## src/rtl/rlfe_pkg.sv

```systemverilog
// types, state codes and constants shared by the rgb led fade engine
// no dependencies; used by rlfe_ctrl, rlfe_dp and the top level
package rlfe_pkg;

	localparam int unsigned DIV_STEPS = 24;
	localparam logic [7:0]  UPDATE_STEP_RESET = 8'd10;
	localparam logic [15:0] STEP_MAX = 16'hFFFF;
	localparam logic [7:0]  BLEND_FULL = 8'hFF;
	localparam logic [7:0]  BLEND_NONE = 8'h00;

	typedef struct packed {
		logic [7:0] r;
		logic [7:0] g;
		logic [7:0] b;
	} color_t;

	typedef struct packed {
		color_t      cur;
		color_t      start;
		color_t      tgt;
		logic [15:0] pos;
		logic [15:0] inc;
	} led_rec_t;

	typedef enum logic [1:0] {
		CH_R,
		CH_G,
		CH_B
	} chan_t;

	typedef enum logic [3:0] {
		ST_IDLE,
		ST_DIV,
		ST_SET_RD,
		ST_SET_WR,
		ST_TK_RD,
		ST_TK_R,
		ST_TK_G,
		ST_TK_B,
		ST_TK_WR
	} state_t;

	typedef struct packed {
		logic  in_load;
		logic  led_zero;
		logic  led_index;
		logic  led_inc;
		logic  div_start;
		logic  div_step;
		logic  mix_en;
		chan_t mix_ch;
		logic  wr_set;
		logic  wr_tick;
		logic  out_load;
	} ctrl_cmd_t;

	typedef struct packed {
		logic in_mode;
		logic in_target_ok;
		logic in_all;
		logic div_last;
		logic led_last;
		logic set_single;
		logic out_free;
	} ctrl_sts_t;

endpackage

```

## src/rtl/rgb_led_fade_engine_unit.sv

```systemverilog
// tick: the leds are walked in order, one result per led, each led taking a read,
// three channel mixes on one shared multiplier pair and a write-back in turn
// set: step divider, then a read then write of the state ram for each led written
// output stalls hold the walk in the write-back step; a new transaction is taken when idle
// reset: update_step returns to 10, per-led valid bits clear so all led state reads as zero
// no clearing pass; depends on rlfe_pkg, rlfe_ctrl, rlfe_dp
module rgb_led_fade_engine_unit #(
	parameter int LED_COUNT = 8
) (
	input  logic        clk,
	input  logic        arst_n,
	input  logic        s_axis_tvalid,
	output logic        s_axis_tready,
	input  logic [47:0] s_axis_tdata,  // led_index, color_red, color_green, color_blue, fade_time
	input  logic [0:0]  s_axis_tuser,  // mode
	output logic        m_axis_tvalid,
	input  logic        m_axis_tready,
	output logic [31:0] m_axis_tdata,  // led_number, led_red, led_green, led_blue, zero pad
	output logic        m_axis_tlast,
	input  logic        cfg_valid,
	output logic        cfg_ready,
	input  logic [7:0]  cfg_data
);

	rlfe_pkg::ctrl_cmd_t cmd;
	rlfe_pkg::ctrl_sts_t sts;

	assign cfg_ready = 1'b1;

	rlfe_ctrl u_ctrl (
		.clk      (clk),
		.arst_n   (arst_n),
		.in_valid (s_axis_tvalid),
		.in_ready (s_axis_tready),
		.sts      (sts),
		.cmd      (cmd)
	);

	rlfe_dp #(
		.LED_COUNT (LED_COUNT)
	) u_dp (
		.clk       (clk),
		.arst_n    (arst_n),
		.in_data   (s_axis_tdata),
		.in_mode   (s_axis_tuser[0]),
		.cfg_valid (cfg_valid),
		.cfg_data  (cfg_data),
		.cmd       (cmd),
		.sts       (sts),
		.out_valid (m_axis_tvalid),
		.out_ready (m_axis_tready),
		.out_data  (m_axis_tdata),
		.out_last  (m_axis_tlast)
	);

endmodule

```

## src/rtl/rlfe_ctrl.sv

```systemverilog
// sequencing state machine for the fade engine
// depends on rlfe_pkg; drives rlfe_dp through ctrl_cmd_t
module rlfe_ctrl (
	input  logic                 clk,
	input  logic                 arst_n,
	input  logic                 in_valid,
	output logic                 in_ready,
	input  rlfe_pkg::ctrl_sts_t  sts,
	output rlfe_pkg::ctrl_cmd_t  cmd
);

	rlfe_pkg::state_t state_q, state_d;

	always_ff @(posedge clk or negedge arst_n) begin
		if (!arst_n) begin
			state_q <= rlfe_pkg::ST_IDLE;
		end else begin
			state_q <= state_d;
		end
	end

	always_comb begin
		state_d  = state_q;
		cmd      = '0;
		in_ready = 1'b0;
		unique case (state_q)
			rlfe_pkg::ST_IDLE: begin
				in_ready = 1'b1;
				if (in_valid) begin
					cmd.in_load = 1'b1;
					if (sts.in_mode) begin
						cmd.led_zero = 1'b1;
						state_d      = rlfe_pkg::ST_TK_RD;
					end else if (sts.in_target_ok) begin
						cmd.div_start = 1'b1;
						if (sts.in_all) begin
							cmd.led_zero = 1'b1;
						end else begin
							cmd.led_index = 1'b1;
						end
						state_d = rlfe_pkg::ST_DIV;
					end
				end
			end
			rlfe_pkg::ST_DIV: begin
				cmd.div_step = 1'b1;
				if (sts.div_last) begin
					state_d = rlfe_pkg::ST_SET_RD;
				end
			end
			rlfe_pkg::ST_SET_RD: begin
				state_d = rlfe_pkg::ST_SET_WR;
			end
			rlfe_pkg::ST_SET_WR: begin
				cmd.wr_set = 1'b1;
				if (sts.set_single || sts.led_last) begin
					state_d = rlfe_pkg::ST_IDLE;
				end else begin
					cmd.led_inc = 1'b1;
					state_d     = rlfe_pkg::ST_SET_RD;
				end
			end
			rlfe_pkg::ST_TK_RD: begin
				state_d = rlfe_pkg::ST_TK_R;
			end
			rlfe_pkg::ST_TK_R: begin
				cmd.mix_en = 1'b1;
				cmd.mix_ch = rlfe_pkg::CH_R;
				state_d    = rlfe_pkg::ST_TK_G;
			end
			rlfe_pkg::ST_TK_G: begin
				cmd.mix_en = 1'b1;
				cmd.mix_ch = rlfe_pkg::CH_G;
				state_d    = rlfe_pkg::ST_TK_B;
			end
			rlfe_pkg::ST_TK_B: begin
				cmd.mix_en = 1'b1;
				cmd.mix_ch = rlfe_pkg::CH_B;
				state_d    = rlfe_pkg::ST_TK_WR;
			end
			rlfe_pkg::ST_TK_WR: begin
				// hold the led until the output register can take its result
				if (sts.out_free) begin
					cmd.wr_tick  = 1'b1;
					cmd.out_load = 1'b1;
					if (sts.led_last) begin
						state_d = rlfe_pkg::ST_IDLE;
					end else begin
						cmd.led_inc = 1'b1;
						state_d     = rlfe_pkg::ST_TK_RD;
					end
				end
			end
			default: begin
				state_d = rlfe_pkg::ST_IDLE;
			end
		endcase
	end

endmodule

```

## src/rtl/rlfe_dp.sv

```systemverilog
// datapath: led state memory, step divider, channel mixer and output register
// depends on rlfe_pkg; controlled by rlfe_ctrl
module rlfe_dp #(
	parameter int LED_COUNT = 8
) (
	input  logic                 clk,
	input  logic                 arst_n,
	input  logic [47:0]          in_data,
	input  logic                 in_mode,
	input  logic                 cfg_valid,
	input  logic [7:0]           cfg_data,
	input  rlfe_pkg::ctrl_cmd_t  cmd,
	output rlfe_pkg::ctrl_sts_t  sts,
	output logic                 out_valid,
	input  logic                 out_ready,
	output logic [31:0]          out_data,
	output logic                 out_last
);

	localparam int LED_AW = (LED_COUNT > 1) ? $clog2(LED_COUNT) : 1;
	localparam logic [LED_AW-1:0] LED_LAST = LED_AW'(LED_COUNT - 1);
	localparam logic [4:0] DIV_LAST = 5'(rlfe_pkg::DIV_STEPS - 1);

	// input fields
	logic [7:0]       in_idx;
	rlfe_pkg::color_t in_color;
	logic [15:0]      in_ft;

	assign in_idx     = in_data[7:0];
	assign in_color.r = in_data[15:8];
	assign in_color.g = in_data[23:16];
	assign in_color.b = in_data[31:24];
	assign in_ft      = in_data[47:32];

	logic [7:0]       update_step_q;
	rlfe_pkg::color_t color_q;
	logic [15:0]      ft_q;
	logic             all_q;
	logic [LED_AW-1:0] led_q;

	always_ff @(posedge clk or negedge arst_n) begin
		if (!arst_n) begin
			update_step_q <= rlfe_pkg::UPDATE_STEP_RESET;
		end else if (cfg_valid) begin
			update_step_q <= cfg_data;
		end
	end

	always_ff @(posedge clk) begin
		if (cmd.in_load) begin
			color_q <= in_color;
			ft_q    <= in_ft;
			all_q   <= (in_idx == 8'd0);
		end
	end

	always_ff @(posedge clk or negedge arst_n) begin
		if (!arst_n) begin
			led_q <= '0;
		end else if (cmd.led_zero) begin
			led_q <= '0;
		end else if (cmd.led_index) begin
			led_q <= in_idx[LED_AW-1:0];
		end else if (cmd.led_inc) begin
			led_q <= led_q + 1'b1;
		end
	end

	// restoring divider for 65535*update_step / fade_time, one quotient bit a cycle
	logic [23:0] num_q;
	logic [15:0] rem_q;
	logic [4:0]  div_cnt_q;
	logic [16:0] div_sh;
	logic        div_ge;
	logic [16:0] div_rem;
	logic [15:0] step;

	assign div_sh  = {rem_q, num_q[23]};
	assign div_ge  = div_sh >= {1'b0, ft_q};
	assign div_rem = div_ge ? (div_sh - {1'b0, ft_q}) : div_sh;

	always_ff @(posedge clk) begin
		if (cmd.div_start) begin
			num_q     <= {update_step_q, 16'd0} - {16'd0, update_step_q};
			rem_q     <= '0;
			div_cnt_q <= '0;
		end else if (cmd.div_step) begin
			num_q     <= {num_q[22:0], div_ge};
			rem_q     <= div_rem[15:0];
			div_cnt_q <= div_cnt_q + 5'd1;
		end
	end

	assign step = ((ft_q == 16'd0) || (num_q[23:16] != 8'd0)) ? rlfe_pkg::STEP_MAX
		: num_q[15:0];

	// led state memory; an entry never written reads as zero
	rlfe_pkg::led_rec_t mem [LED_COUNT];
	rlfe_pkg::led_rec_t rd_q;
	logic [LED_COUNT-1:0] vld_q;
	logic                 rd_vld_q;
	rlfe_pkg::led_rec_t rec_rd;
	rlfe_pkg::led_rec_t wr_rec;
	logic                 wr_en;

	assign wr_en = cmd.wr_set || cmd.wr_tick;

	always_ff @(posedge clk) begin
		if (wr_en) begin
			mem[led_q] <= wr_rec;
		end
		rd_q <= mem[led_q];
	end

	always_ff @(posedge clk or negedge arst_n) begin
		if (!arst_n) begin
			vld_q    <= '0;
			rd_vld_q <= 1'b0;
		end else begin
			if (wr_en) begin
				vld_q[led_q] <= 1'b1;
			end
			rd_vld_q <= vld_q[led_q];
		end
	end

	assign rec_rd = rd_vld_q ? rd_q : '0;

	// channel mixer, one channel a cycle
	rlfe_pkg::led_rec_t wk_q;
	rlfe_pkg::led_rec_t mix_src;
	rlfe_pkg::led_rec_t wk_d;
	logic [7:0]  blend;
	logic [8:0]  keep;
	logic [7:0]  ch_cur;
	logic [7:0]  ch_start;
	logic [7:0]  ch_tgt;
	logic [16:0] prod_keep;
	logic [15:0] prod_tgt;
	logic [7:0]  ch_new;

	assign mix_src = (cmd.mix_ch == rlfe_pkg::CH_R) ? rec_rd : wk_q;
	assign blend   = mix_src.pos[15:8];
	assign keep    = 9'd256 - {1'b0, blend};

	always_comb begin
		case (cmd.mix_ch)
			rlfe_pkg::CH_R: begin
				ch_cur   = mix_src.cur.r;
				ch_start = mix_src.start.r;
				ch_tgt   = mix_src.tgt.r;
			end
			rlfe_pkg::CH_G: begin
				ch_cur   = mix_src.cur.g;
				ch_start = mix_src.start.g;
				ch_tgt   = mix_src.tgt.g;
			end
			rlfe_pkg::CH_B: begin
				ch_cur   = mix_src.cur.b;
				ch_start = mix_src.start.b;
				ch_tgt   = mix_src.tgt.b;
			end
			default: begin
				ch_cur   = mix_src.cur.r;
				ch_start = mix_src.start.r;
				ch_tgt   = mix_src.tgt.r;
			end
		endcase
	end

	assign prod_keep = {9'd0, ch_cur} * keep;
	assign prod_tgt  = {8'd0, ch_tgt} * {8'd0, blend};

	always_comb begin
		if (blend == rlfe_pkg::BLEND_FULL) begin
			ch_new = ch_tgt;
		end else if (blend == rlfe_pkg::BLEND_NONE) begin
			ch_new = ch_start;
		end else begin
			ch_new = prod_keep[15:8] + prod_tgt[15:8];
		end
	end

	always_comb begin
		wk_d = mix_src;
		case (cmd.mix_ch)
			rlfe_pkg::CH_R: wk_d.cur.r = ch_new;
			rlfe_pkg::CH_G: wk_d.cur.g = ch_new;
			rlfe_pkg::CH_B: wk_d.cur.b = ch_new;
			default:        wk_d.cur.r = ch_new;
		endcase
	end

	always_ff @(posedge clk) begin
		if (cmd.mix_en) begin
			wk_q <= wk_d;
		end
	end

	// write-back record
	always_comb begin
		if (cmd.wr_set) begin
			wr_rec.cur   = rec_rd.cur;
			wr_rec.start = rec_rd.cur;
			wr_rec.tgt   = color_q;
			wr_rec.pos   = '0;
			wr_rec.inc   = step;
		end else begin
			wr_rec = wk_q;
			// position stops once the fade reaches the target
			if (wk_q.pos[15:8] != rlfe_pkg::BLEND_FULL) begin
				wr_rec.pos = wk_q.pos + wk_q.inc;
			end
		end
	end

	// output register
	logic             out_valid_q;
	logic [5:0]       out_num_q;
	rlfe_pkg::color_t out_color_q;
	logic             out_last_q;

	always_ff @(posedge clk or negedge arst_n) begin
		if (!arst_n) begin
			out_valid_q <= 1'b0;
		end else if (cmd.out_load) begin
			out_valid_q <= 1'b1;
		end else if (out_ready) begin
			out_valid_q <= 1'b0;
		end
	end

	always_ff @(posedge clk) begin
		if (cmd.out_load) begin
			out_num_q   <= 6'(led_q);
			out_color_q <= wk_q.cur;
			out_last_q  <= (led_q == LED_LAST);
		end
	end

	assign out_valid = out_valid_q;
	assign out_data  = {2'b00, out_color_q.b, out_color_q.g, out_color_q.r, out_num_q};
	assign out_last  = out_last_q;

	// status back to the controller
	assign sts.in_mode      = in_mode;
	assign sts.in_target_ok = (in_idx == 8'd0) || (32'(in_idx) < LED_COUNT);
	assign sts.in_all       = (in_idx == 8'd0);
	assign sts.div_last     = (div_cnt_q == DIV_LAST);
	assign sts.led_last     = (led_q == LED_LAST);
	assign sts.set_single   = !all_q;
	assign sts.out_free     = !out_valid_q || out_ready;

endmodule

```

## config.mk

```make
export PLATFORM = sky130hd
export DESIGN_NAME = rgb_led_fade_engine_unit
export DESIGN_NICKNAME = d
export VERILOG_FILES = /design/src/rtl/rlfe_pkg.sv /design/src/rtl/rgb_led_fade_engine_unit.sv /design/src/rtl/rlfe_ctrl.sv /design/src/rtl/rlfe_dp.sv
export SDC_FILE = /design/constraint.sdc
export NUM_CORES = 2
export LEC_CHECK = 0
export BUFFER_PORTS_ARGS = -buffer_cell sky130_fd_sc_hd__buf_2
export CAP_MARGIN = 25
export CELL_PAD_IN_SITES_DETAIL_PLACEMENT = 0
export CELL_PAD_IN_SITES_GLOBAL_PLACEMENT = 1
export CORE_MARGIN = 5
export CORE_UTILIZATION = 45
export DETAILED_ROUTE_END_ITERATION = 12
export PLACE_DENSITY = 0.73
export SLEW_MARGIN = 20
export SYNTH_ARGS = -nofsm -noshare
export SYNTH_HDL_FRONTEND = slang
export SYNTH_HIERARCHICAL = 1
export SYNTH_SLANG_ARGS = --single-unit
```

## constraint.sdc

```tcl
create_clock -name clk -period 16.6 [get_ports clk]
set_input_delay 2.49 -clock clk [delete_from_list [all_inputs] [get_ports clk]]
set_output_delay 2.49 -clock clk [all_outputs]
set_load 0.02 [all_outputs]
```

# ---- After elaboration in Yosys (flattened, before gate mapping)
# Memories as Yosys holds them, arrays and structs flattened. A register that Yosys moved wholly into a read port is not among the register bits.
# Index checks and enable logic that the tools add are counted.
dict set report op_classes {
  add_sub_neg 7
  mul 2
  n_lt_le_gt_ge 4
  n_eq_ne 18
  muxes 56
  bitwise_logic 1
  reduce_logical 20
}
# operator count
set op_table {}
lappend op_table {{$mux W104} 3}
lappend op_table {{$mux W16} 3}
lappend op_table {{$mux W24} 2}
lappend op_table {{$pmux W8 S2} 3}
lappend op_table {{$mux W8} 5}
lappend op_table {{$pmux W4 S9} 1}
lappend op_table {{$sub A24 B8 Y24} 1}
lappend op_table {{$mux W1} 20}
lappend op_table {{$mux W4} 5}
lappend op_table {{$mux W3} 6}
lappend op_table {{$ge A17 B16 Y1} 1}
lappend op_table {{$add A16 B16 Y16} 1}
lappend op_table {{$eq A4 B3 Y1 const B} 4}
lappend op_table {{$logic_not A16 Y1} 1}
lappend op_table {{$logic_not A8 Y1} 2}
lappend op_table {{$mul A8 B8 Y16} 1}
lappend op_table {{$mul A8 B9 Y16} 1}
lappend op_table {{$sub A16 B16 Y16} 1}
lappend op_table {{$pmux W3 S3} 1}
lappend op_table {{$sub A9 B8 Y9 const A} 1}
lappend op_table {{$add A8 B8 Y8} 1}
lappend op_table {{$eq A4 B2 Y1 const B} 2}
lappend op_table {{$eq A8 B8 Y1 const B} 1}
lappend op_table {{$lt A8 B4 Y1 const B} 1}
lappend op_table {{other kinds (29)} 40}
dict set report totals {
  regBits 243
  ram_bits 832
  inputBits 62
  output_inout_bits 36
  wordCells 140
  memories 1
}
# name depth word_bits read_ports rd_clocked_by_memory_dff wr line_no
set memory_table {}
lappend memory_table {u_dp.mem 8 104 1 1 1 rlfe_dp.sv:98} ;# rlfe_pkg::led_rec_t mem [LED_COUNT];

# ---- Logic depth before layout (Yosys ltp)
dict set report depth {
  ltp_word 10
  ltp_mapped 42
}

# ---- Cells and area by module
# Netlist, hierarchy kept.
# mod n_inst cells_per_inst area_each_um2
set by_module_without_submodules {}
lappend by_module_without_submodules {rlfe_dp 1 3402 48509.0}
lappend by_module_without_submodules {rlfe_ctrl 1 47 415.4}
lappend by_module_without_submodules {rgb_led_fade_engine_unit 1 2 11.3}

# ---- Worst setup path before layout
# OpenSTA, ideal clock, no wires.
dict set report synth_timing {
  path_type {input to register}
  start {input m_axis_tready}
  end {register u_dp.vld_q[3]}
  arrival_time_ns 11.471
  path_slack_ns 5.019
  path_stages 7
  path_cell_list {nand2b_1 > nand2_1 > inv_1 > buf_4 > nor2_1 > nor3_1 > or2_2}
}
# item line_no
set synth_rtl {}
lappend synth_rtl {{from (decl)} rgb_led_fade_engine_unit.sv:17} ;# input logic m_axis_tready,
lappend synth_rtl {{to (signal assigned)} rlfe_dp.sv:117} ;# vld_q <= '0;
lappend synth_rtl {{to (signal, indexed assignment)} rlfe_dp.sv:121} ;# vld_q[led_q] <= 1'b1;
lappend synth_rtl {{to (decl)} rlfe_dp.sv:100} ;# logic [LED_COUNT-1:0] vld_q;

==> report_table.html <==
<table>
<tr><th>Metric</th><th>Value</th></tr>
<tr><th colspan="2">STA</th></tr>
<tr><td>Post-route setup TNS</td><td>0 ps</td></tr>
<tr><td>Worst setup skew after layout</td><td>28.8 ps</td></tr>
<tr><td>Number of hold violations in the final report</td><td>0</td></tr>
<tr><td>Setup repair after global routing missed its margin</td><td>no</td></tr>
<tr><td>Max-Slew Margin vs Limit</td><td>27.1%</td></tr>
<tr><td>Highest clock frequency the design can meet</td><td>104 MHz</td></tr>
<tr><td>Worst-margin pin slew</td><td>1090 ps</td></tr>
<tr><td>Period utilization</td><td>57.7%</td></tr>
<tr><td>Time the final worst path needs with I/O delays and setup</td><td>9590 ps</td></tr>
<tr><td>Final-report max-slew violation count</td><td>0</td></tr>
<tr><td>Count of final setup violators</td><td>0</td></tr>
<tr><th colspan="2">Global routing</th></tr>
<tr><td>Vias in the first global route</td><td>29300</td></tr>
<tr><td>Number of antenna violations at the first check in global routing</td><td>4</td></tr>
<tr><td>Global-route congestion overflow total</td><td>0</td></tr>
<tr><td>Wire length of the first global-routing pass</td><td>187000 um</td></tr>
<tr><td>Maximum number of pins on one net before global-route repair</td><td>76</td></tr>
<tr><td>Global-route usage over all layers</td><td>21.2%</td></tr>
<tr><th colspan="2">Synth</th></tr>
<tr><td>Warnings, synthesis</td><td>6</td></tr>
<tr><td>Top cell type by total area after synthesis</td><td>edfxtp_1</td></tr>
<tr><td>EDFF count, synth</td><td>1029</td></tr>
<tr><td>Cell types occupying the most area after synthesis</td><td>edfxtp_1, a22oi_1, dfxtp_1</td></tr>
<tr><td>Post-synthesis average cell area</td><td>14.2 um^2</td></tr>
<tr><td>Cell area after technology mapping</td><td>48900 um^2</td></tr>
<tr><td>Flip-flop and latch count after synthesis</td><td>1179</td></tr>
<tr><td>Main flop type after synthesis</td><td>edfxtp_1</td></tr>
<tr><td>Distinct cells, synth</td><td>90</td></tr>
<tr><td>Area share of the largest cell type after synthesis</td><td>63.1%</td></tr>
<tr><td>Post-Syn Instances</td><td>3451</td></tr>
<tr><td>Fraction of registers with async set or reset after synthesis</td><td>2.12%</td></tr>
<tr><td>Seq/Total Area, Yosys</td><td>69.5%</td></tr>
<tr><th colspan="2">Floorplan</th></tr>
<tr><td>Initial standard-cell utilization of the core</td><td>45.1%</td></tr>
<tr><td>Core Footprint</td><td>108000 um^2</td></tr>
<tr><td>Total die area</td><td>115000 um^2</td></tr>
<tr><td>Standard-cell rows</td><td>121</td></tr>
<tr><td>Die height</td><td>340 um</td></tr>
<tr><td>Die W</td><td>340 um</td></tr>
<tr><td>Ports placed on the boundary</td><td>98</td></tr>
<tr><th colspan="2">Setup path</th></tr>
<tr><td>Top Family by Delay on Critical Path</td><td>adder cells</td></tr>
<tr><td>Data arrival time of the critical path</td><td>10130 ps</td></tr>
<tr><td>Library cell appearing most often on the critical path</td><td>fa_1</td></tr>
<tr><td>Max FO, Critical Path</td><td>57</td></tr>
<tr><td>Endpoint class of the critical path</td><td>flip-flop</td></tr>
<tr><td>Required time of the critical path</td><td>17140 ps</td></tr>
<tr><td>Startpoint types</td><td>flip-flop</td></tr>
<tr><td>Crit-path max cell delay</td><td>560 ps</td></tr>
<tr><td>Capture point of the worst reg-to-reg path</td><td>u_dp/wk_q[103]</td></tr>
<tr><td>Register-to-Register Path Depth</td><td>36</td></tr>
<tr><td>Cell with the biggest individual delay on the critical path</td><td>dfrtp_1</td></tr>
<tr><td>Critical path depth</td><td>36</td></tr>
<tr><td>Register-to-register setup slack</td><td>7010 ps</td></tr>
<tr><td>Category of the critical setup timing path</td><td>flip-flop to flip-flop</td></tr>
<tr><td>Source of the worst register-to-register timing path</td><td>u_ctrl/state_q[2]</td></tr>
<tr><td>Count of buffering cells on the critical path with inverters included</td><td>4</td></tr>
<tr><th colspan="2">Cells and area</th></tr>
<tr><td>Nets@finish</td><td>3796</td></tr>
<tr><td>Area taken by flip-flops and latches</td><td>34000 um^2</td></tr>
<tr><td>Post-layout utilization of the core</td><td>50.9%</td></tr>
<tr><td>Share of layout cells above drive strength 1</td><td>12.1%</td></tr>
<tr><td>Fill count</td><td>8997</td></tr>
<tr><td>Total area of multi-input combinational cells</td><td>13400 um^2</td></tr>
<tr><td>Number of inserted diodes</td><td>0</td></tr>
<tr><td>Area growth, synth to finish</td><td>12.7%</td></tr>
<tr><th colspan="2">Clock network</th></tr>
<tr><td>Clock transition at the registers of the reported paths</td><td>60 ps</td></tr>
<tr><td>Maximum buffer depth of the clock tree</td><td>3</td></tr>
<tr><td>Cells resized by post-CTS repair</td><td>0</td></tr>
<tr><td>Number of H-tree levels</td><td>3</td></tr>
<tr><td>Later-pin clock latency in the skew report</td><td>710 ps</td></tr>
<tr><td>CTS tree</td><td>done</td></tr>
<tr><td>Root buf cell</td><td>clkbuf_16</td></tr>
<tr><td>Number of buffers created by CTS</td><td>119</td></tr>
<tr><td>Quantity of hold-fixing buffers added after cts</td><td>0</td></tr>
<tr><td>Count of buffers added by post-CTS timing repair for setup</td><td>0</td></tr>
<tr><td>Count of clock tree sinks</td><td>1179</td></tr>
<tr><th colspan="2">Detailed routing</th></tr>
<tr><td>Pre-Repair DR Iteration Count</td><td>5</td></tr>
<tr><td>Routed WL</td><td>124000 um</td></tr>
<tr><td>Drt via density</td><td>5.85</td></tr>
<tr><td>Remaining design rule violation count</td><td>0</td></tr>
<tr><td>Initial DRC count</td><td>2622</td></tr>
<tr><td>Via count</td><td>29600</td></tr>
<tr><td>Final ANT Viol Nets</td><td>0</td></tr>
<tr><td>Wire length per cell after detailed routing</td><td>24.6 um</td></tr>
<tr><th colspan="2">Run status</th></tr>
<tr><td>Result of the run</td><td>complete, no violations</td></tr>
<tr><th colspan="2">Min path</th></tr>
<tr><td>Depth of the worst hold-timing path</td><td>2</td></tr>
<tr><td>Startpoint of the tightest hold check path</td><td>u_dp/mem[4][15]</td></tr>
<tr><td>Worst hold path class</td><td>flip-flop to flip-flop</td></tr>
<tr><td>WHS Endpoint</td><td>u_dp/rd_q[15]</td></tr>
<tr><th colspan="2">Placement</th></tr>
<tr><td>PortBufs</td><td>91</td></tr>
<tr><td>Weighted congestion at the end of routability-driven global placement</td><td>0.830</td></tr>
<tr><td>DP Wirelength</td><td>70000 um</td></tr>
<tr><th colspan="2">Flow run</th></tr>
<tr><td>Count of max-cap constraint violations</td><td>0</td></tr>
</table>
-- worst max-delay path by stage --
stage | slack (ps) | start | to
2_1_floorplan | 5020 | m_axis_tready | u_dp/vld_q[3]
3_3_place_gp | 7060 | u_ctrl/state_q[2] | u_dp/wk_q[103]
3_5_place_dp | 6990 | u_ctrl/state_q[2] | u_dp/wk_q[103]
4_1_cts | 6950 | u_ctrl/state_q[2] | u_dp/wk_q[103]
5_1_grt | 6340 | u_ctrl/state_q[2] | u_dp/wk_q[87]
6_report | 7010 | u_ctrl/state_q[2] | u_dp/wk_q[103]
-- cells in the final DEF (no fill, tap or decap), types with 18 or more instances in the layout --
master,count
a21oi_1,75
and2_1,26
inv_1,232
clkbuf_1,26
nand4_1,115
or2_2,22
dfxtp_1,125
nor2_1,210
ha_1,111
edfxtp_1,1029
o21ai_0,172
a22oi_1,449
nand3_1,65
nor3_1,29
mux2_2,20
fa_1,78
o21ai_1,18
buf_4,65
clkinv_2,24
dfrtp_1,22
clkbuf_16,121
xnor2_1,41
buf_2,91
nand2b_1,26
nand2_1,148
-- cell type report --
type	count	share of cell area (%)
clock buffer	163	6.07
clock inverter	65	1.40
inverter	236	1.61
multi-input combinational	1849	24.2
sequential	1179	61.7
tap	1414	3.21
timing repair buffer	157	1.75
-- per-layer routing --
layer	part of all wire, %	global-route usage [%]	vias to the layer above
met1	44	30.7	15000
met4	1.8	4.67	2
met3	7.9	4.06	158
li1	-	-	13300
met2	46	33.7	1112
met5	0.0088	0	-
-- through the flow --
step / instances / hold WS [ps] / setup WS [ps] / instance area, um^2
6_report: 5063 / 466 / 7010 / 55100
4_1_cts: 5060 / 464 / 6950 / 55100
5_1_grt: 5063 / 482 / 6340 / 55100
3_3_place_gp: 4832 / 441 / 7060 / 51000
2_1_floorplan: 3455 / 426 / 5020 / 49000
3_5_place_dp: 4832 / 444 / 6990 / 51000
-- cells in the mapped netlist (all sizes together) (22+ instances only) --
cell and instances:
nand2 149, a22oi 452, xnor2 41, inv 235, nand2b 26, nor2 212
dfrtp 23, fa 78, dfxtp 125, or2 22, a21oi 80, edfxtp 1029
o21ai 191, buf 56, ha 114, nand3 65, clkbuf 135, nor3 32
and2 27, nand4 115, mux2 22
-- sequential cells by signal, indices dropped and copies added, names as in the netlist --
name and cells:
u_dp/mem 832, u_dp/rd_q 104, u_dp/wk_q 104, u_dp/color_q 24
u_dp/num_q 24, u_dp/out_data 24, u_dp/ft_q 16, u_dp/rem_q 16
u_dp/update_step_q 8, u_dp/vld_q 8, u_dp/div_cnt_q 5, u_ctrl/state_q 4
u_dp/led_q 3, u_dp/out_num_q 3, u_dp/all_q 1, u_dp/out_last 1
u_dp/out_valid 1, u_dp/rd_vld_q 1
-- cells by family after synthesis --
| family | synth area share [%] |
|---|---|
| DFF | 69.5 |
| muxes | 0.624 |
| xor gates and xnor gates | 0.966 |
| other | 0.0153 |
| buffers and inverters | 3.45 |
| and+or+nand+nor | 7.34 |
| AOI/OAI and AO/OA | 12.0 |
| adders and majority gates | 6.11 |
-- worst min-delay path: stages (launching register included) --
cell      delay [ps]
edfxtp_1         320
a22oi_1           60
nand4_1           60
Power is not shown: default switching activity piles up to over one toggle a cycle in this logic, so the estimate is an artifact.
